`config.mk`:
```
export PLATFORM = sky130hd
export DESIGN_NAME = greedy_coin_change
export DESIGN_NICKNAME = d
export VERILOG_FILES = /design/src/sv/gcoin_pkg.sv /design/src/sv/gcoin_ctrl.sv /design/src/sv/gcoin_dp.sv /design/src/sv/greedy_coin_change.sv
export SDC_FILE = /design/constraint.sdc
export NUM_CORES = 1
export LEC_CHECK = 0
export ABC_AREA = 1
export CAP_MARGIN = 40
export CORE_MARGIN = 4
export CORE_UTILIZATION = 40
export DETAILED_ROUTE_END_ITERATION = 7
export DONT_BUFFER_PORTS = 1
export GPL_TIMING_DRIVEN = 0
export PLACE_DENSITY = 0.6
export SLEW_MARGIN = 0
export SYNTH_ARGS = -nofsm -noshare
export SYNTH_HDL_FRONTEND = slang
export SYNTH_SLANG_ARGS = --single-unit
```
`constraint.sdc`:
```
create_clock -name clk -period 5.7 [get_ports clk]
set_input_delay 1.14 -clock clk [delete_from_list [all_inputs] [get_ports clk]]
set_output_delay 1.14 -clock clk [all_outputs]
set_load 0.01 [all_outputs]
```
`src/sv/gcoin_pkg.sv`:
```
package gcoin_pkg;

  // Table geometry and value width.
  localparam int MAX_COIN_KINDS = 16;
  localparam int VALUE_BITS     = 16;
  localparam int IDX_W          = $clog2(MAX_COIN_KINDS);
  localparam int BIT_W          = $clog2(VALUE_BITS);
  localparam int KIND_W         = 5;
  localparam int COUNT_W        = 16;

  // Input action codes.
  localparam logic ACT_LOAD   = 1'b0;
  localparam logic ACT_CHANGE = 1'b1;

  // Controller states.
  typedef enum logic [2:0] {
    ST_IDLE,
    ST_FETCH,
    ST_DIV,
    ST_STORE,
    ST_READ,
    ST_SEND
  } gcoin_state_t;

  // Commands from the controller to the datapath.
  typedef struct packed {
    logic             tbl_we;
    logic             req_start;
    logic             fetch;
    logic             div_step;
    logic             store;
    logic             rd_en;
    logic [IDX_W-1:0] idx;
  } gcoin_cmd_t;

  // Status from the datapath to the controller.
  typedef struct packed {
    logic d_zero;
  } gcoin_sts_t;

endpackage

```
`src/sv/gcoin_ctrl.sv`:
```
module gcoin_ctrl (
  input  logic                               clk,
  input  logic                               rst_n,
  input  logic                               in_valid,
  input  logic                               in_action,
  output logic                               in_stall,
  output logic                               out_valid,
  input  logic                               out_stall,
  output logic [gcoin_pkg::IDX_W-1:0]        out_coin_slot,
  output logic                               out_last,
  input  logic                               cfg_we,
  input  logic [gcoin_pkg::KIND_W-1:0]       cfg_data,
  input  gcoin_pkg::gcoin_sts_t              sts,
  output gcoin_pkg::gcoin_cmd_t              cmd
);

  gcoin_pkg::gcoin_state_t            state_r, state_nxt;
  logic [gcoin_pkg::KIND_W-1:0]       kinds_r;
  logic [gcoin_pkg::IDX_W-1:0]        idx_r, idx_nxt;
  logic [gcoin_pkg::BIT_W-1:0]        bit_r, bit_nxt;
  logic [gcoin_pkg::IDX_W-1:0]        k_last;
  logic                               in_acc;
  logic                               out_acc;

  // Highest index in use, with the register clamped to the table size.
  always_comb begin
    priority if (kinds_r == '0) begin
      k_last = '0;
    end else if (kinds_r > gcoin_pkg::KIND_W'(gcoin_pkg::MAX_COIN_KINDS)) begin
      k_last = gcoin_pkg::IDX_W'(gcoin_pkg::MAX_COIN_KINDS - 1);
    end else begin
      k_last = gcoin_pkg::IDX_W'(kinds_r - gcoin_pkg::KIND_W'(1));
    end
  end

  assign in_acc  = in_valid && !in_stall;
  assign out_acc = out_valid && !out_stall;

  // Next state and counters.
  always_comb begin
    state_nxt = state_r;
    idx_nxt   = idx_r;
    bit_nxt   = bit_r;
    unique case (state_r)
      gcoin_pkg::ST_IDLE: begin
        if (in_acc && in_action == gcoin_pkg::ACT_CHANGE) begin
          idx_nxt   = k_last;
          state_nxt = gcoin_pkg::ST_FETCH;
        end
      end
      gcoin_pkg::ST_FETCH: begin
        bit_nxt   = '0;
        state_nxt = gcoin_pkg::ST_DIV;
      end
      gcoin_pkg::ST_DIV: begin
        // A zero denomination skips the division entirely.
        if (sts.d_zero || bit_r == gcoin_pkg::BIT_W'(gcoin_pkg::VALUE_BITS - 1)) begin
          state_nxt = gcoin_pkg::ST_STORE;
        end else begin
          bit_nxt = bit_r + 1'b1;
        end
      end
      gcoin_pkg::ST_STORE: begin
        if (idx_r == '0) begin
          state_nxt = gcoin_pkg::ST_READ;
        end else begin
          idx_nxt   = idx_r - 1'b1;
          state_nxt = gcoin_pkg::ST_FETCH;
        end
      end
      gcoin_pkg::ST_READ: begin
        state_nxt = gcoin_pkg::ST_SEND;
      end
      gcoin_pkg::ST_SEND: begin
        if (out_acc) begin
          if (idx_r == k_last) begin
            state_nxt = gcoin_pkg::ST_IDLE;
          end else begin
            idx_nxt   = idx_r + 1'b1;
            state_nxt = gcoin_pkg::ST_READ;
          end
        end
      end
      default: begin
        state_nxt = gcoin_pkg::ST_IDLE;
      end
    endcase
  end

  // Outputs and datapath commands.
  always_comb begin
    cmd           = '0;
    cmd.idx       = idx_r;
    in_stall      = 1'b1;
    out_valid     = 1'b0;
    unique case (state_r)
      gcoin_pkg::ST_IDLE: begin
        in_stall      = 1'b0;
        cmd.tbl_we    = in_valid && in_action == gcoin_pkg::ACT_LOAD;
        cmd.req_start = in_valid && in_action == gcoin_pkg::ACT_CHANGE;
      end
      gcoin_pkg::ST_FETCH: begin
        cmd.fetch = 1'b1;
      end
      gcoin_pkg::ST_DIV: begin
        cmd.div_step = !sts.d_zero;
      end
      gcoin_pkg::ST_STORE: begin
        cmd.store = 1'b1;
      end
      gcoin_pkg::ST_READ: begin
        cmd.rd_en = 1'b1;
      end
      gcoin_pkg::ST_SEND: begin
        out_valid = 1'b1;
      end
      default: begin
        in_stall = 1'b1;
      end
    endcase
  end

  assign out_coin_slot = idx_r;
  assign out_last      = (idx_r == k_last);

  // Control registers.
  always_ff @(posedge clk) begin
    if (!rst_n) begin
      state_r <= gcoin_pkg::ST_IDLE;
      kinds_r <= gcoin_pkg::KIND_W'(1);
      idx_r   <= '0;
      bit_r   <= '0;
    end else begin
      state_r <= state_nxt;
      idx_r   <= idx_nxt;
      bit_r   <= bit_nxt;
      if (cfg_we) begin
        kinds_r <= cfg_data;
      end
    end
  end

endmodule

```
`src/sv/gcoin_dp.sv`:
```
module gcoin_dp (
  input  logic                                clk,
  input  gcoin_pkg::gcoin_cmd_t               cmd,
  input  logic [gcoin_pkg::IDX_W-1:0]         in_slot,
  input  logic [gcoin_pkg::VALUE_BITS-1:0]    in_amount,
  output gcoin_pkg::gcoin_sts_t               sts,
  output logic [gcoin_pkg::COUNT_W-1:0]       out_coin_count,
  output logic [gcoin_pkg::VALUE_BITS-1:0]    out_unpaid
);

  localparam int VW = gcoin_pkg::VALUE_BITS;

  logic [VW-1:0]                 denom_mem [gcoin_pkg::MAX_COIN_KINDS];
  logic [gcoin_pkg::COUNT_W-1:0] count_mem [gcoin_pkg::MAX_COIN_KINDS];

  logic [VW-1:0]                 d_r;
  logic [VW-1:0]                 rem_r;
  logic [VW-1:0]                 part_r;
  logic [VW-1:0]                 quo_r;
  logic [gcoin_pkg::COUNT_W-1:0] rd_r;
  logic [VW:0]                   shifted;
  logic [VW:0]                   diff;

  assign sts.d_zero = (d_r == '0);

  // One restoring division step: shift in the next dividend bit and try a subtract.
  assign shifted = {part_r, quo_r[VW-1]};
  assign diff    = shifted - {1'b0, d_r};

  // Denomination table: written by loads, read once per walk step.
  always_ff @(posedge clk) begin
    if (cmd.tbl_we && 32'(in_slot) < gcoin_pkg::MAX_COIN_KINDS) begin
      denom_mem[in_slot] <= in_amount;
    end
    if (cmd.fetch) begin
      d_r <= denom_mem[cmd.idx];
    end
  end

  // Count table: every index in use is written during the walk, then read out.
  always_ff @(posedge clk) begin
    if (cmd.store) begin
      count_mem[cmd.idx] <= sts.d_zero ? '0 : gcoin_pkg::COUNT_W'(quo_r);
    end
    if (cmd.rd_en) begin
      rd_r <= count_mem[cmd.idx];
    end
  end

  // Running remainder and the shared divider.
  always_ff @(posedge clk) begin
    if (cmd.req_start) begin
      rem_r <= in_amount;
    end else if (cmd.store && !sts.d_zero) begin
      rem_r <= part_r;
    end
    if (cmd.fetch) begin
      part_r <= '0;
      quo_r  <= rem_r;
    end else if (cmd.div_step) begin
      if (!diff[VW]) begin
        part_r <= diff[VW-1:0];
        quo_r  <= {quo_r[VW-2:0], 1'b1};
      end else begin
        part_r <= shifted[VW-1:0];
        quo_r  <= {quo_r[VW-2:0], 1'b0};
      end
    end
  end

  assign out_coin_count = rd_r;
  assign out_unpaid     = rem_r;

endmodule

```
`src/sv/greedy_coin_change.sv`:
```
// Greedy change maker. A load word (action 0) writes a denomination into slot
// in_slot of a sixteen-entry table. A change word (action 1) walks the table
// from index coin_kinds-1 (the register clamped to 1..16) down to 0, dividing the
// running amount by each nonzero denomination with a shared one-bit-per-cycle
// restoring divider, then sends one result word per index in ascending order.
// Each nonzero denomination takes a fetch, sixteen divide steps and a store; a
// zero denomination takes a fetch and a store with no divide step; each result
// word is read from the count table and then sent. Only one request is in
// flight, and no input word is taken until the last result word has left.
module greedy_coin_change (
  input  logic                                clk,
  input  logic                                rst_n,
  input  logic                                in_valid,
  output logic                                in_stall,
  input  logic                                in_action,
  input  logic [gcoin_pkg::IDX_W-1:0]         in_slot,
  input  logic [gcoin_pkg::VALUE_BITS-1:0]    in_amount,
  output logic                                out_valid,
  input  logic                                out_stall,
  output logic [gcoin_pkg::IDX_W-1:0]         out_coin_slot,
  output logic [gcoin_pkg::COUNT_W-1:0]       out_coin_count,
  output logic [gcoin_pkg::VALUE_BITS-1:0]    out_unpaid,
  output logic                                out_last,
  input  logic                                cfg_we,
  input  logic [gcoin_pkg::KIND_W-1:0]        cfg_data
);

  gcoin_pkg::gcoin_cmd_t cmd;
  gcoin_pkg::gcoin_sts_t sts;

  // Sequencer.
  gcoin_ctrl u_ctrl (
    .clk           (clk),
    .rst_n         (rst_n),
    .in_valid      (in_valid),
    .in_action     (in_action),
    .in_stall      (in_stall),
    .out_valid     (out_valid),
    .out_stall     (out_stall),
    .out_coin_slot (out_coin_slot),
    .out_last      (out_last),
    .cfg_we        (cfg_we),
    .cfg_data      (cfg_data),
    .sts           (sts),
    .cmd           (cmd)
  );

  // Tables, divider and result registers.
  gcoin_dp u_dp (
    .clk            (clk),
    .cmd            (cmd),
    .in_slot        (in_slot),
    .in_amount      (in_amount),
    .sts            (sts),
    .out_coin_count (out_coin_count),
    .out_unpaid     (out_unpaid)
  );

  // No input word is taken while a result word is on offer.
  a_no_in_during_out: assert property (@(posedge clk) disable iff (!rst_n)
    (in_valid && !in_stall) |-> !out_valid)
    else $error("input word accepted while a result word is pending");

  // After the final result word leaves, the block is ready again.
  a_ready_after_last: assert property (@(posedge clk) disable iff (!rst_n)
    (out_valid && !out_stall && out_last) |=> !in_stall)
    else $error("block not ready after the last result word");

  // Result words of one request come in ascending slot order.
  a_slot_ascends: assert property (@(posedge clk) disable iff (!rst_n)
    (out_valid && !out_stall && !out_last) |=> ##1
      (out_valid &&
       out_coin_slot == $past(out_coin_slot, 2) + gcoin_pkg::IDX_W'(1)))
    else $error("result slot did not advance by one");

  // The unpaid amount stays fixed across the result words of a request.
  a_unpaid_stable: assert property (@(posedge clk) disable iff (!rst_n)
    (out_valid && !out_stall && !out_last) |=> ##1 $stable(out_unpaid))
    else $error("unpaid amount changed within a request");

endmodule

```
==> results of run 1 <==
[registers in the layout (all words and copies together) (netlist names), 5 cells and up]
signal and flops:
u_ctrl.kinds_r 5, u_dp.count_mem 256, u_dp.d_r 16, u_dp.denom_mem 256
u_dp.out_coin_count 16, u_dp.out_unpaid 16, u_dp.part_r 16, u_dp.quo_r 16
[critical path, stage by stage, from the launching register on]
cell and delay, ns:
dfxtp_1 0.56, inv_1 0.15, nor2_1 0.46, buf_2 0.35, buf_2 0.40, buf_2 0.35, nand2_1 0.22, nor2_2 0.59
buf_6 0.25
[kinds of logic after synthesis]
family / count (synthesis) / synth area share [%]
AOI/OAI and AO/OA: 479 / 12.8
and+or+nand+nor: 410 / 7.68
buffers and inverters: 199 / 3.56
xor gates and xnor gates: 7 / 0.255
adders and majority gates: 22 / 1.21
DFF: 608 / 74.5
[cell usage after synthesis (all sizes together), types with 4 or more instances]
cell,count,area share [%]
a21oi,175,3.7
a22oi,256,8.0
buf,62,1.4
clkbuf,25,0.39
dfxtp,32,2.7
edfxtp,576,72
ha,20,1.0
inv,109,1.7
nand2,157,2.5
nand3,61,1.3
nand4,6,0.16
nor2,108,1.7
nor3,9,0.23
o21ai,40,0.83
o21bai,4,0.12
or2,32,0.83
or3,32,0.83
xnor2,4,0.15
[routing by layer]
metal / up-vias / wire, um / part of all wire, % / track usage (%)
li1: 6754 / - / - / -
met1: 7499 / 26800 / 42 / 26.8
met2: 592 / 31100 / 48 / 33.0
met3: 99 / 4930 / 7.7 / 3.90
met4: 0 / 1580 / 2.4 / 5.61
met5: - / 0 / 0 / 0
[metrics by stage]
stage / hold WS [ns] / total power (W) / util [%] / std cells / cell area, um^2
global placement: 0.469 / 0.00924 / 42.2 / 2498 / 25000
CTS: 0.481 / 0.0132 / 46.6 / 2664 / 27600
detailed placement: 0.472 / 0.00945 / 43.6 / 2553 / 25800
finish: 0.480 / 0.0131 / 46.6 / 2664 / 27600
floorplan: 0.447 / 0.00798 / - / 1725 / 24100
global route: 0.502 / 0.0137 / 46.6 / 2664 / 27600
[how the worst max path moves through the flow]
stage / from / to / slack, ns
3_5_place_dp: u_ctrl.out_coin_slot[1] / u_dp.count_mem[2][15] / 2.08
6_report: u_ctrl.out_coin_slot[1] / u_dp.count_mem[2][7] / 2.06
2_1_floorplan: in_valid / u_dp.denom_mem[0][0] / 3.08
4_1_cts: u_ctrl.out_coin_slot[1] / u_dp.count_mem[2][7] / 2.02
5_1_grt: u_ctrl.out_coin_slot[1] / u_dp.count_mem[2][7] / 1.99
3_3_place_gp: u_ctrl.out_coin_slot[1] / u_dp.count_mem[6][15] / 1.48
[area by class of cell]
cell class | count | area (um^2) | area share, %
inverter | 112 | 420 | 1.52
multi-input combinational | 918 | 5360 | 19.4
buffer | 87 | 437 | 1.58
tap | 773 | 967 | 3.50
sequential | 608 | 17900 | 64.9
clock inverter | 35 | 272 | 0.982
timing repair buffer | 55 | 683 | 2.47
clock buffer | 76 | 1560 | 5.65
[power groups by stage]
stage	clock, W	combinational (W)	sequential (W)
floorplan	0	0.00217	0.00581
global placement	0	0.00336	0.00588
detailed placement	0	0.00358	0.00587
CTS	0.00378	0.00360	0.00578
global route	0.00396	0.00393	0.00581
finish	0.00372	0.00360	0.00578
==> results.json, run 1 <==
{
  "status": "complete, no violations",
  "grt_pass1_vias": 14800,
  "synth_top_flop_cell": "edfxtp_1",
  "netlist_instances": 1725,
  "layout_commonest_cell": "edfxtp_1",
  "io_pins": 70,
  "async_flop_share_pct": 0,
  "hold_start": "u_dp.part_r[12]",
  "setup_viol": 0,
  "max-clock-path-buffers": 3,
  "cts_tree": "done",
  "cts_hold_buf": 0,
  "numCtsBuffers": 60,
  "grt_max_degree": 24,
  "max_cap_violations": 0,
  "place_congestion": 0.857,
  "p_per_area_nw_per_um2": 474,
  "area_delta_synth_final_pct": 14.9,
  "num_rows": 89,
  "finalClockSkew_ns": 0.0335,
  "diodes": 0,
  "clkPwrFrac_pct": 28.4,
  "hold_depth": 2,
  "worstHoldEndpoint": "u_dp.part_r[12]",
  "fmax_mhz": 275,
  "slew_headroom_pct": 40.4,
  "cp.arrival_ns": 3.96,
  "worstPathRequired_ns": 6.02,
  "detail-route-antenna-nets": 0,
  "die_h_um": 253,
  "final.fill_count": 5181,
  "overflow": 0,
  "ys_seq_elements": 608,
  "worst_pin_slew_ns": 0.892,
  "hpwl_um": 44500,
  "intPower_w": 0.00874,
  "synth_edf_count": 576,
  "drc": 0,
  "port_buffers": 0,
  "fin_crit_sh_pct": 63.9,
  "period_needed_ns": 3.64,
  "cts_resized": 0,
  "start_util_pct": 40.6,
  "pwr-share-seq_pct": 44.1,
  "antenna_found_initial": 1,
  "core_area_um2": 59200,
  "drv_slew": 0,
  "die_w_um": 253,
  "dr.pass1.iters": 5,
  "switching_share_pct": 33.3,
  "die_area_um2": 64100,
  "rrSetupSlack_ns": 2.06,
  "rsz0062_at_grt": "no",
  "reg2reg_from": "u_ctrl.out_coin_slot[1]",
  "reg2reg_depth": 8,
  "htreeDepth": 2,
  "drt_wl_total_um": 64400,
  "route.detailed.wl_per_inst_um": 24.2,
  "worstHoldPathType": "register to register",
  "vias_per_cell": 5.61,
  "clk_latency_ns": 0.63,
  "cts_root_buf": "clkbuf_16",
  "seq_area_frac_synth_pct": 74.5,
  "dp_slack_ns": 2.08,
  "syn_area_um2": 24100,
  "grt_usage_pct": 19.9,
  "cp-end-kind": "register",
  "clock_sinks": 608,
  "ir_drop_v": 0.000242,
  "setup_ws_ns": 2.06,
  "synth_area_per_cell_um2": 13.9,
  "synth_cell_type_count": 37,
  "layout_common_cells": "edfxtp_1 (576), a22oi_1 (256), a21oi_1 (174)",
  "fin_tns_setup_ns": 0,
  "finalHoldViolations": 0,
  "cp_max_fo": 10,
  "path_clk_slew_ns": 0.06,
  "drt_iter0_drc": 1690,
  "grt_pass1_wl_um": 95100,
  "combinationalPowerShare_pct": 27.5,
  "leakagePower_nw": 9.36,
  "synthesis.nets": 1778,
  "postCtsSetupBuffers": 0,
  "ys_warn_count": 0,
  "cp-start-kind": "register",
  "critical_path_class": "register to register",
  "drive_gt1_share_pct": 12.0,
  "nets": 1895,
  "switchingPower_w": 0.00436,
  "rr_endpoint": "u_dp.count_mem[2][7]",
  "route.vias.total": 14900
}
(Power assumes the default switching activity.)
==> inputs of run 2 (changes only) <==
--- a/config.mk
+++ b/config.mk
@@ -5,7 +5,7 @@
 export SDC_FILE = /design/constraint.sdc
 export NUM_CORES = 1
 export LEC_CHECK = 0
-export ABC_AREA = 1
+export ABC_AREA = 0
 export CAP_MARGIN = 40
 export CORE_MARGIN = 4
 export CORE_UTILIZATION = 40
==> constraint.sdc (replaced) <==
create_clock -name clk -period 3.4 [get_ports clk]
set_input_delay 0.68 -clock clk [delete_from_list [all_inputs] [get_ports clk]]
set_output_delay 0.68 -clock clk [all_outputs]
set_load 0.01 [all_outputs]
==> run 2 against run 1 <==
Critical path depth increased by 3. Sequential power increased by 67%. Highest routed layer unchanged. Critical endpoint is now u_dp.quo_r[0]. First-iteration DRC count decreased by 34%.
==> results.json, run 2 <==
{
  "die_h_um": 255,
  "grt_pass1_wl_um": 84500,
  "synth_compound_area_share_pct": 2.53,
  "drive_gt1_share_pct": 26.9,
  "worstHoldPathType": "input port to register",
  "period_needed_ns": 3.24,
  "drt_iter0_drc": 1114,
  "route.detailed.wl_per_inst_um": 25.7,
  "finalClockSkew_ns": 0.0197,
  "vias_per_cell": 5.58,
  "ys_warn_count": 0,
  "diodes": 0,
  "critPathMostFrequentCell": "inv_1",
  "setup_viol": 0,
  "seq_area_um2": 17900,
  "top_regs": "u_dp.count_mem: 256 flops, u_dp.denom_mem: 256 flops",
  "synth_edf_count": 576,
  "cts_tree": "done",
  "nets": 1432,
  "layout_commonest_cell": "edfxtp_1",
  "synth_top_family_by_area": "multiplexers",
  "die_w_um": 255,
  "overflow": 0,
  "die_area_um2": 65200,
  "reg2reg_depth": 11,
  "detail-route-antenna-nets": 0,
  "critical_path_class": "register to register",
  "path_cells": "inv_1, ha_1, inv_1, fa_1, a21o_1, a221oi_1, nor3_1, or4_4, nand3_1, buf_2, o21ai_0",
  "slew_headroom_pct": 43.0,
  "numCtsBuffers": 61,
  "cp_max_fo": 10,
  "path_clk_slew_ns": 0.06,
  "yosysMostFrequentCell": "edfxtp_1",
  "leakagePower_nw": 8.97,
  "crit_slowest_cell": "a221oi_1",
  "grt_pass1_vias": 12800,
  "fmax_mhz": 309,
  "instances_no_fill": 2206,
  "max_cap_violations": 0,
  "grt_usage_pct": 17.4,
  "grt_max_degree": 26,
  "cp.arrival_ns": 3.60,
  "yosys.area_share.adder_pct": 1.27,
  "cpPeakStageDelay_ns": 0.50,
  "htreeDepth": 2,
  "stdcell_area_um2": 28300,
  "port_buffers": 0,
  "syn_area_um2": 24500,
  "netlist_instances": 1256,
  "synth.top_cells.by_count": "edfxtp_1 (576), mux4_2 (160), nand2_1 (77), nor2_1 (41), clkbuf_1 (40)",
  "synth.top_cell.area_share_pct": 70.7,
  "dr.pass1.iters": 5,
  "p_per_area_nw_per_um2": 769,
  "drc": 0,
  "seq_area_frac_synth_pct": 73.3,
  "cp-start-kind": "register",
  "synth_area_per_cell_um2": 19.5,
  "synth_area_leaders": "edfxtp_1 (71%), mux4_2 (15%), dfxtp_1 (2.6%)",
  "layout_common_cells": "edfxtp_1 (576), mux4_2 (160), nand2_1 (77)",
  "netlist.top_cell.by_area": "edfxtp_1",
  "place_area_um2": 26300,
  "io_pins": 70,
  "synthesis.nets": 1309,
  "max-clock-path-buffers": 3,
  "cts_hold_buf": 0,
  "synth.area.mux_share_pct": 16.1,
  "fin_crit_sh_pct": 95.3,
  "synth_cell_type_count": 68,
  "antenna_found_initial": 0,
  "synth_xor_xnor_area_share_pct": 0.680,
  "async_flop_share_pct": 0,
  "rsz0062_at_grt": "no",
  "cp-end-kind": "register",
  "drt_wl_total_um": 56800,
  "status": "complete, no violations",
  "final.fill_count": 4946,
  "ys_seq_elements": 608,
  "multi_input_area_um2": 6310,
  "drv_slew": 0,
  "worst_pin_slew_ns": 0.854,
  "clock_sinks": 608,
  "cts_root_buf": "clkbuf_16",
  "route.vias.total": 12300,
  "worstPathRequired_ns": 3.76,
  "place_congestion": 0.831,
  "core_area_um2": 60500,
  "clk_latency_ns": 0.62,
  "finalHoldViolations": 0,
  "hpwl_um": 40500,
  "synth_top_flop_cell": "edfxtp_1",
  "start_util_pct": 40.5,
  "ir_drop_v": 0.000499,
  "placedCellCount": 2096,
  "hold_depth": 0,
  "num_rows": 90,
  "synth_simple_gate_area_share_pct": 4.59,
  "area_delta_synth_final_pct": 15.6
}
[run 2: per-layer routing]
metal  GRT usage (%)  up-vias  share of wire [%]  routed length [um]
met4            4.24        0                2.1                1170
met5               0        -                  0                   0
li1                -     5361                  -                   -
met2            29.7      350                 51               28800
met1            22.9     6521                 41               23500
met3            3.69       79                5.8                3270
[run 2: critical path: cells and delay by family, from the launching register on]
kind	cells	cell delay, ns
and+or+nand+nor	3	0.76
adders and majority gates	2	0.61
DFF	1	0.39
AOI/OAI and AO/OA	3	0.79
buffers and inverters	3	0.42
[run 2: stage by stage]
| step | hold slack (ns) | total power [W] | util (%) | TNS (ns) | worst slack, ns |
|---|---|---|---|---|---|
| 2_1_floorplan | 0.456 | 0.0135 | - | 0 | 0.167 |
| 3_3_place_gp | 0.482 | 0.0151 | 42.1 | -430.89 | -2.28 |
| 3_5_place_dp | 0.496 | 0.0156 | 43.5 | -51.80 | -0.532 |
| 4_1_cts | 0.123 | 0.0220 | 46.7 | 0 | 0.0178 |
| 5_1_grt | 0.132 | 0.0228 | 46.8 | 0 | 0.0131 |
| 6_report | 0.165 | 0.0218 | 46.8 | 0 | 0.160 |
[run 2: final timing paths]
path	startpoint	to	slack, ns
min reg2reg	u_dp.part_r[10]	u_dp.part_r[10]	0.51
min	in_amount[10]	u_dp.denom_mem[5][10]	0.16
max reg2reg	u_dp.quo_r[15]	u_dp.quo_r[0]	0.16
max	u_dp.quo_r[15]	u_dp.quo_r[0]	0.16
[run 2: area by class of cell]
class / count / share of cell area (%)
buffer: 64 / 0.999
inverter: 30 / 0.411
tap: 782 / 3.46
multi-input combinational: 554 / 22.3
clock inverter: 30 / 0.884
sequential: 608 / 63.4
clock buffer: 78 / 5.77
timing repair buffer: 60 / 2.79
[run 2: power by group]
part	total [W]	internal (W)	switching, W
Clock	0.00641	0.00367	0.00274
Sequential	0.00966	0.00933	0.000330
Combinational	0.00569	0.00246	0.00323
[run 2: cell families after synthesis]
group,after synthesis
and+or+nand+nor,228
muxes,191
xor gates and xnor gates,19
AOI/OAI and AO/OA,92
DFF,608
adders and majority gates,24
buffers and inverters,94
[run 2: what timing repair did]
item	in CTS	in global routing
gates resized for setup	14	8
hold endpoints to repair	0	0
buffers inserted	0	1
setup endpoints to repair	174	43
pin swaps	0	0
==> inputs of run 3 (changes only) <==
--- a/config.mk
+++ b/config.mk
@@ -9,6 +9,7 @@
 export CAP_MARGIN = 40
 export CORE_MARGIN = 4
 export CORE_UTILIZATION = 40
+export CTS_CLUSTER_SIZE = 16
 export DETAILED_ROUTE_END_ITERATION = 7
 export DONT_BUFFER_PORTS = 1
 export GPL_TIMING_DRIVEN = 0
@@ -16,4 +17,5 @@
 export SLEW_MARGIN = 0
 export SYNTH_ARGS = -nofsm -noshare
 export SYNTH_HDL_FRONTEND = slang
+export SYNTH_HIERARCHICAL = 1
 export SYNTH_SLANG_ARGS = --single-unit
==> run 3 against run 2 <==
Die area is 0.63% higher. Critical path type unchanged. Synthesized area is 0.65% higher. Synthesized cell count is 2.3% lower. Sequential power is 8.6% lower. Sequential share of layout area is 0.54 points lower. First-iteration DRC count is 2.7% lower. Power is 17% lower. Count of clock-buffer cells in the layout is 6 higher.
==> results.json, run 3 <==
{
  "die_area_um2": 65600,
  "hpwl_um": 40800,
  "hold_start": "in_amount[3]",
  "pwr-share-seq_pct": 49.1,
  "cp-start-kind": "register",
  "cp.arrival_ns": 3.69,
  "clkPwrFrac_pct": 37.7,
  "switchingPower_w": 0.00445,
  "synthesis.nets": 1280,
  "route.detailed.wl_per_inst_um": 26.5,
  "ys_seq_elements": 608,
  "intPower_w": 0.0135,
  "num_rows": 90,
  "fmax_mhz": 294,
  "synth_area_per_cell_um2": 20.1,
  "layout_common_cells": "edfxtp_1 (576), mux4_2 (160), clkbuf_16 (68)",
  "synth_edf_count": 576,
  "syn_area_um2": 24600,
  "switching_share_pct": 24.7,
  "cp_max_fo": 10,
  "dr.pass1.iters": 8,
  "area_delta_synth_final_pct": 15.9,
  "max-clock-path-buffers": 3,
  "grt_max_degree": 20,
  "antenna_found_initial": 6,
  "fin_crit_sh_pct": 99.9,
  "combinationalPowerShare_pct": 13.2,
  "place_congestion": 0.815,
  "htreeDepth": 3,
  "synth_simple_gate_area_share_pct": 4.41,
  "placedCellCount": 2064,
  "period_needed_ns": 3.40,
  "route.vias.total": 12400,
  "drive_gt1_share_pct": 29.8,
  "leakagePower_nw": 9.00,
  "overflow": 0,
  "worstHoldPathType": "input port to register",
  "worstPathRequired_ns": 3.69,
  "slew_headroom_pct": 38.6,
  "clk_latency_ns": 0.60,
  "netlist.top_cell.by_area": "edfxtp_1",
  "die_h_um": 256,
  "start_util_pct": 40.6,
  "io_pins": 70,
  "cts_hold_buf": 0,
  "synth_xor_xnor_area_share_pct": 0.782,
  "rsz0062_at_grt": "yes",
  "synth.top_cells.by_count": "edfxtp_1 (576), mux4_2 (160), nor2_1 (51), clkbuf_1 (32), dfxtp_1 (32)",
  "finalHoldViolations": 0,
  "synth_area_leaders": "edfxtp_1 (70%), mux4_2 (15%), dfxtp_1 (2.6%)",
  "cp-end-kind": "register",
  "top_regs": "u_dp/count_mem: 256 flops, u_dp/denom_mem: 256 flops",
  "grt_pass1_vias": 12600,
  "clock_sinks": 608,
  "fin_tns_setup_ns": 0,
  "yosys.area_share.adder_pct": 1.23,
  "cts_root_buf": "clkbuf_16",
  "cpPeakStageDelay_ns": 0.57,
  "drv_slew": 0,
  "worst_pin_slew_ns": 0.917,
  "drt_wl_total_um": 58000,
  "startpoint": "u_ctrl/out_coin_slot[1]",
  "vias_per_cell": 5.67,
  "instances_no_fill": 2186,
  "nets": 1404,
  "path_cells": "clkbuf_1, buf_2, clkbuf_1, mux4_2, mux4_2",
  "synth_compound_area_share_pct": 2.55,
  "critical_path_class": "register to register",
  "cts_tree": "done",
  "finalClockSkew_ns": 0.0301,
  "ir_drop_v": 0.000352,
  "netlist_instances": 1227,
  "grt_pass1_wl_um": 85400,
  "setup_viol": 0,
  "path_clk_slew_ns": 0.06,
  "port_buffers": 0,
  "layout_commonest_cell": "edfxtp_1",
  "drc": 0,
  "ys_warn_count": 6,
  "max_cap_violations": 0,
  "synth_cell_type_count": 74,
  "synth.area.mux_share_pct": 16.6,
  "numCtsBuffers": 66,
  "synth.top_cell.area_share_pct": 70.2,
  "detail-route-antenna-nets": 0,
  "grt_usage_pct": 17.6,
  "crit_slowest_cell": "clkbuf_1",
  "core_area_um2": 60700,
  "synth_top_family_by_area": "multiplexers",
  "status": "complete, no violations",
  "drt_iter0_drc": 1084,
  "synth_top_flop_cell": "edfxtp_1",
  "seq_area_frac_synth_pct": 72.8,
  "die_w_um": 256,
  "p_per_area_nw_per_um2": 630,
  "async_flop_share_pct": 0,
  "reg2reg_from": "u_ctrl/out_coin_slot[1]",
  "yosysMostFrequentCell": "edfxtp_1"
}
[run 3: cell types whose count changed in the layout (fill, tap and decap cells not counted), moves of 7 or more]
cell / before / now
o21ai_1: 10 / 2
mux2_2: 16 / 30
nor2_1: 15 / 27
nand2b_1: 6 / 14
nand2_1: 77 / 30
nand3_1: 24 / 9
nor3b_1: 1 / 8
a211oi_1: 1 / 8
[run 3: what timing repair did]
item                                    CTS  global route
pin swaps                                 0             1
endpoints found under the setup margin  108            62
resized for setup                         8             5
buffers inserted                          0             1
[run 3: worst paths after layout]
path	end	slack, ns	depth (start not counted)
max	u_dp/d_r[3]	0.003	5
min	u_dp/denom_mem[15][3]	0.18	0
max reg2reg	u_dp/d_r[3]	0.003	5
min reg2reg	u_ctrl/bit_r[1]	0.49	2
[run 3: area by class of cell]
cell class                 instances  area, um^2
clock buffer                      84        1760
fill                            4972       32200
buffer                            65         304
antenna                            2        5.00
multi-input combinational        529        6450
inverter                          25        93.8
timing repair buffer              56         731
sequential                       608       17900
clock inverter                    35         284
tap                              782         978
[run 3: cell families (layout without fill, tap and decap cells)]
logic type	count (synthesis)	count (layout)
compound gates	83	83
xor+xnor	19	19
fa+ha+maj	23	23
buf+inv	90	265
flops	608	608
mux	205	205
other cells	0	2
simple gates	199	199
[run 3: power by group through the flow]
stage               Clock, W  Sequential (W)  Combinational, W
finish               0.00678         0.00883           0.00238
global route         0.00727         0.00885           0.00259
CTS                  0.00695         0.00883           0.00238
detailed placement         0         0.00898           0.00236
global placement           0         0.00898           0.00227
floorplan                  0         0.00885           0.00178
[run 3: metrics by stage]
| step | setup slack (ns) | total power, W | utilization, % | hold slack (ns) | area (um^2) |
|---|---|---|---|---|---|
| 3_5_place_dp | -0.296 | 0.0113 | 43.6 | 0.474 | 26500 |
| 5_1_grt | -0.0783 | 0.0187 | 47.0 | 0.148 | 28500 |
| 4_1_cts | 0.0207 | 0.0182 | 47.0 | 0.149 | 28500 |
| 2_1_floorplan | 0.128 | 0.0106 | - | 0.448 | 24600 |
| 3_3_place_gp | -1.69 | 0.0113 | 42.2 | 0.460 | 25600 |
| 6_report | 0.00333 | 0.0180 | 47.0 | 0.180 | 28500 |
[run 3: worst max-delay path: cells and delay by family (launching register included)]
| kind | cells | cell delay, ns |
|---|---|---|
| buffers and inverters | 3 | 1.56 |
| DFF | 1 | 0.53 |
| muxes | 2 | 0.99 |
[run 3: routing by layer]
layer  part of all wire [%]  vias to the layer above  global-route usage [%]
met1                     42                     6587                    24.2
met2                     48                      399                    27.8
met4                    2.4                        2                    5.67
met3                    7.0                       95                    4.33
li1                       -                     5312                       -
met5                  0.022                        -                       0
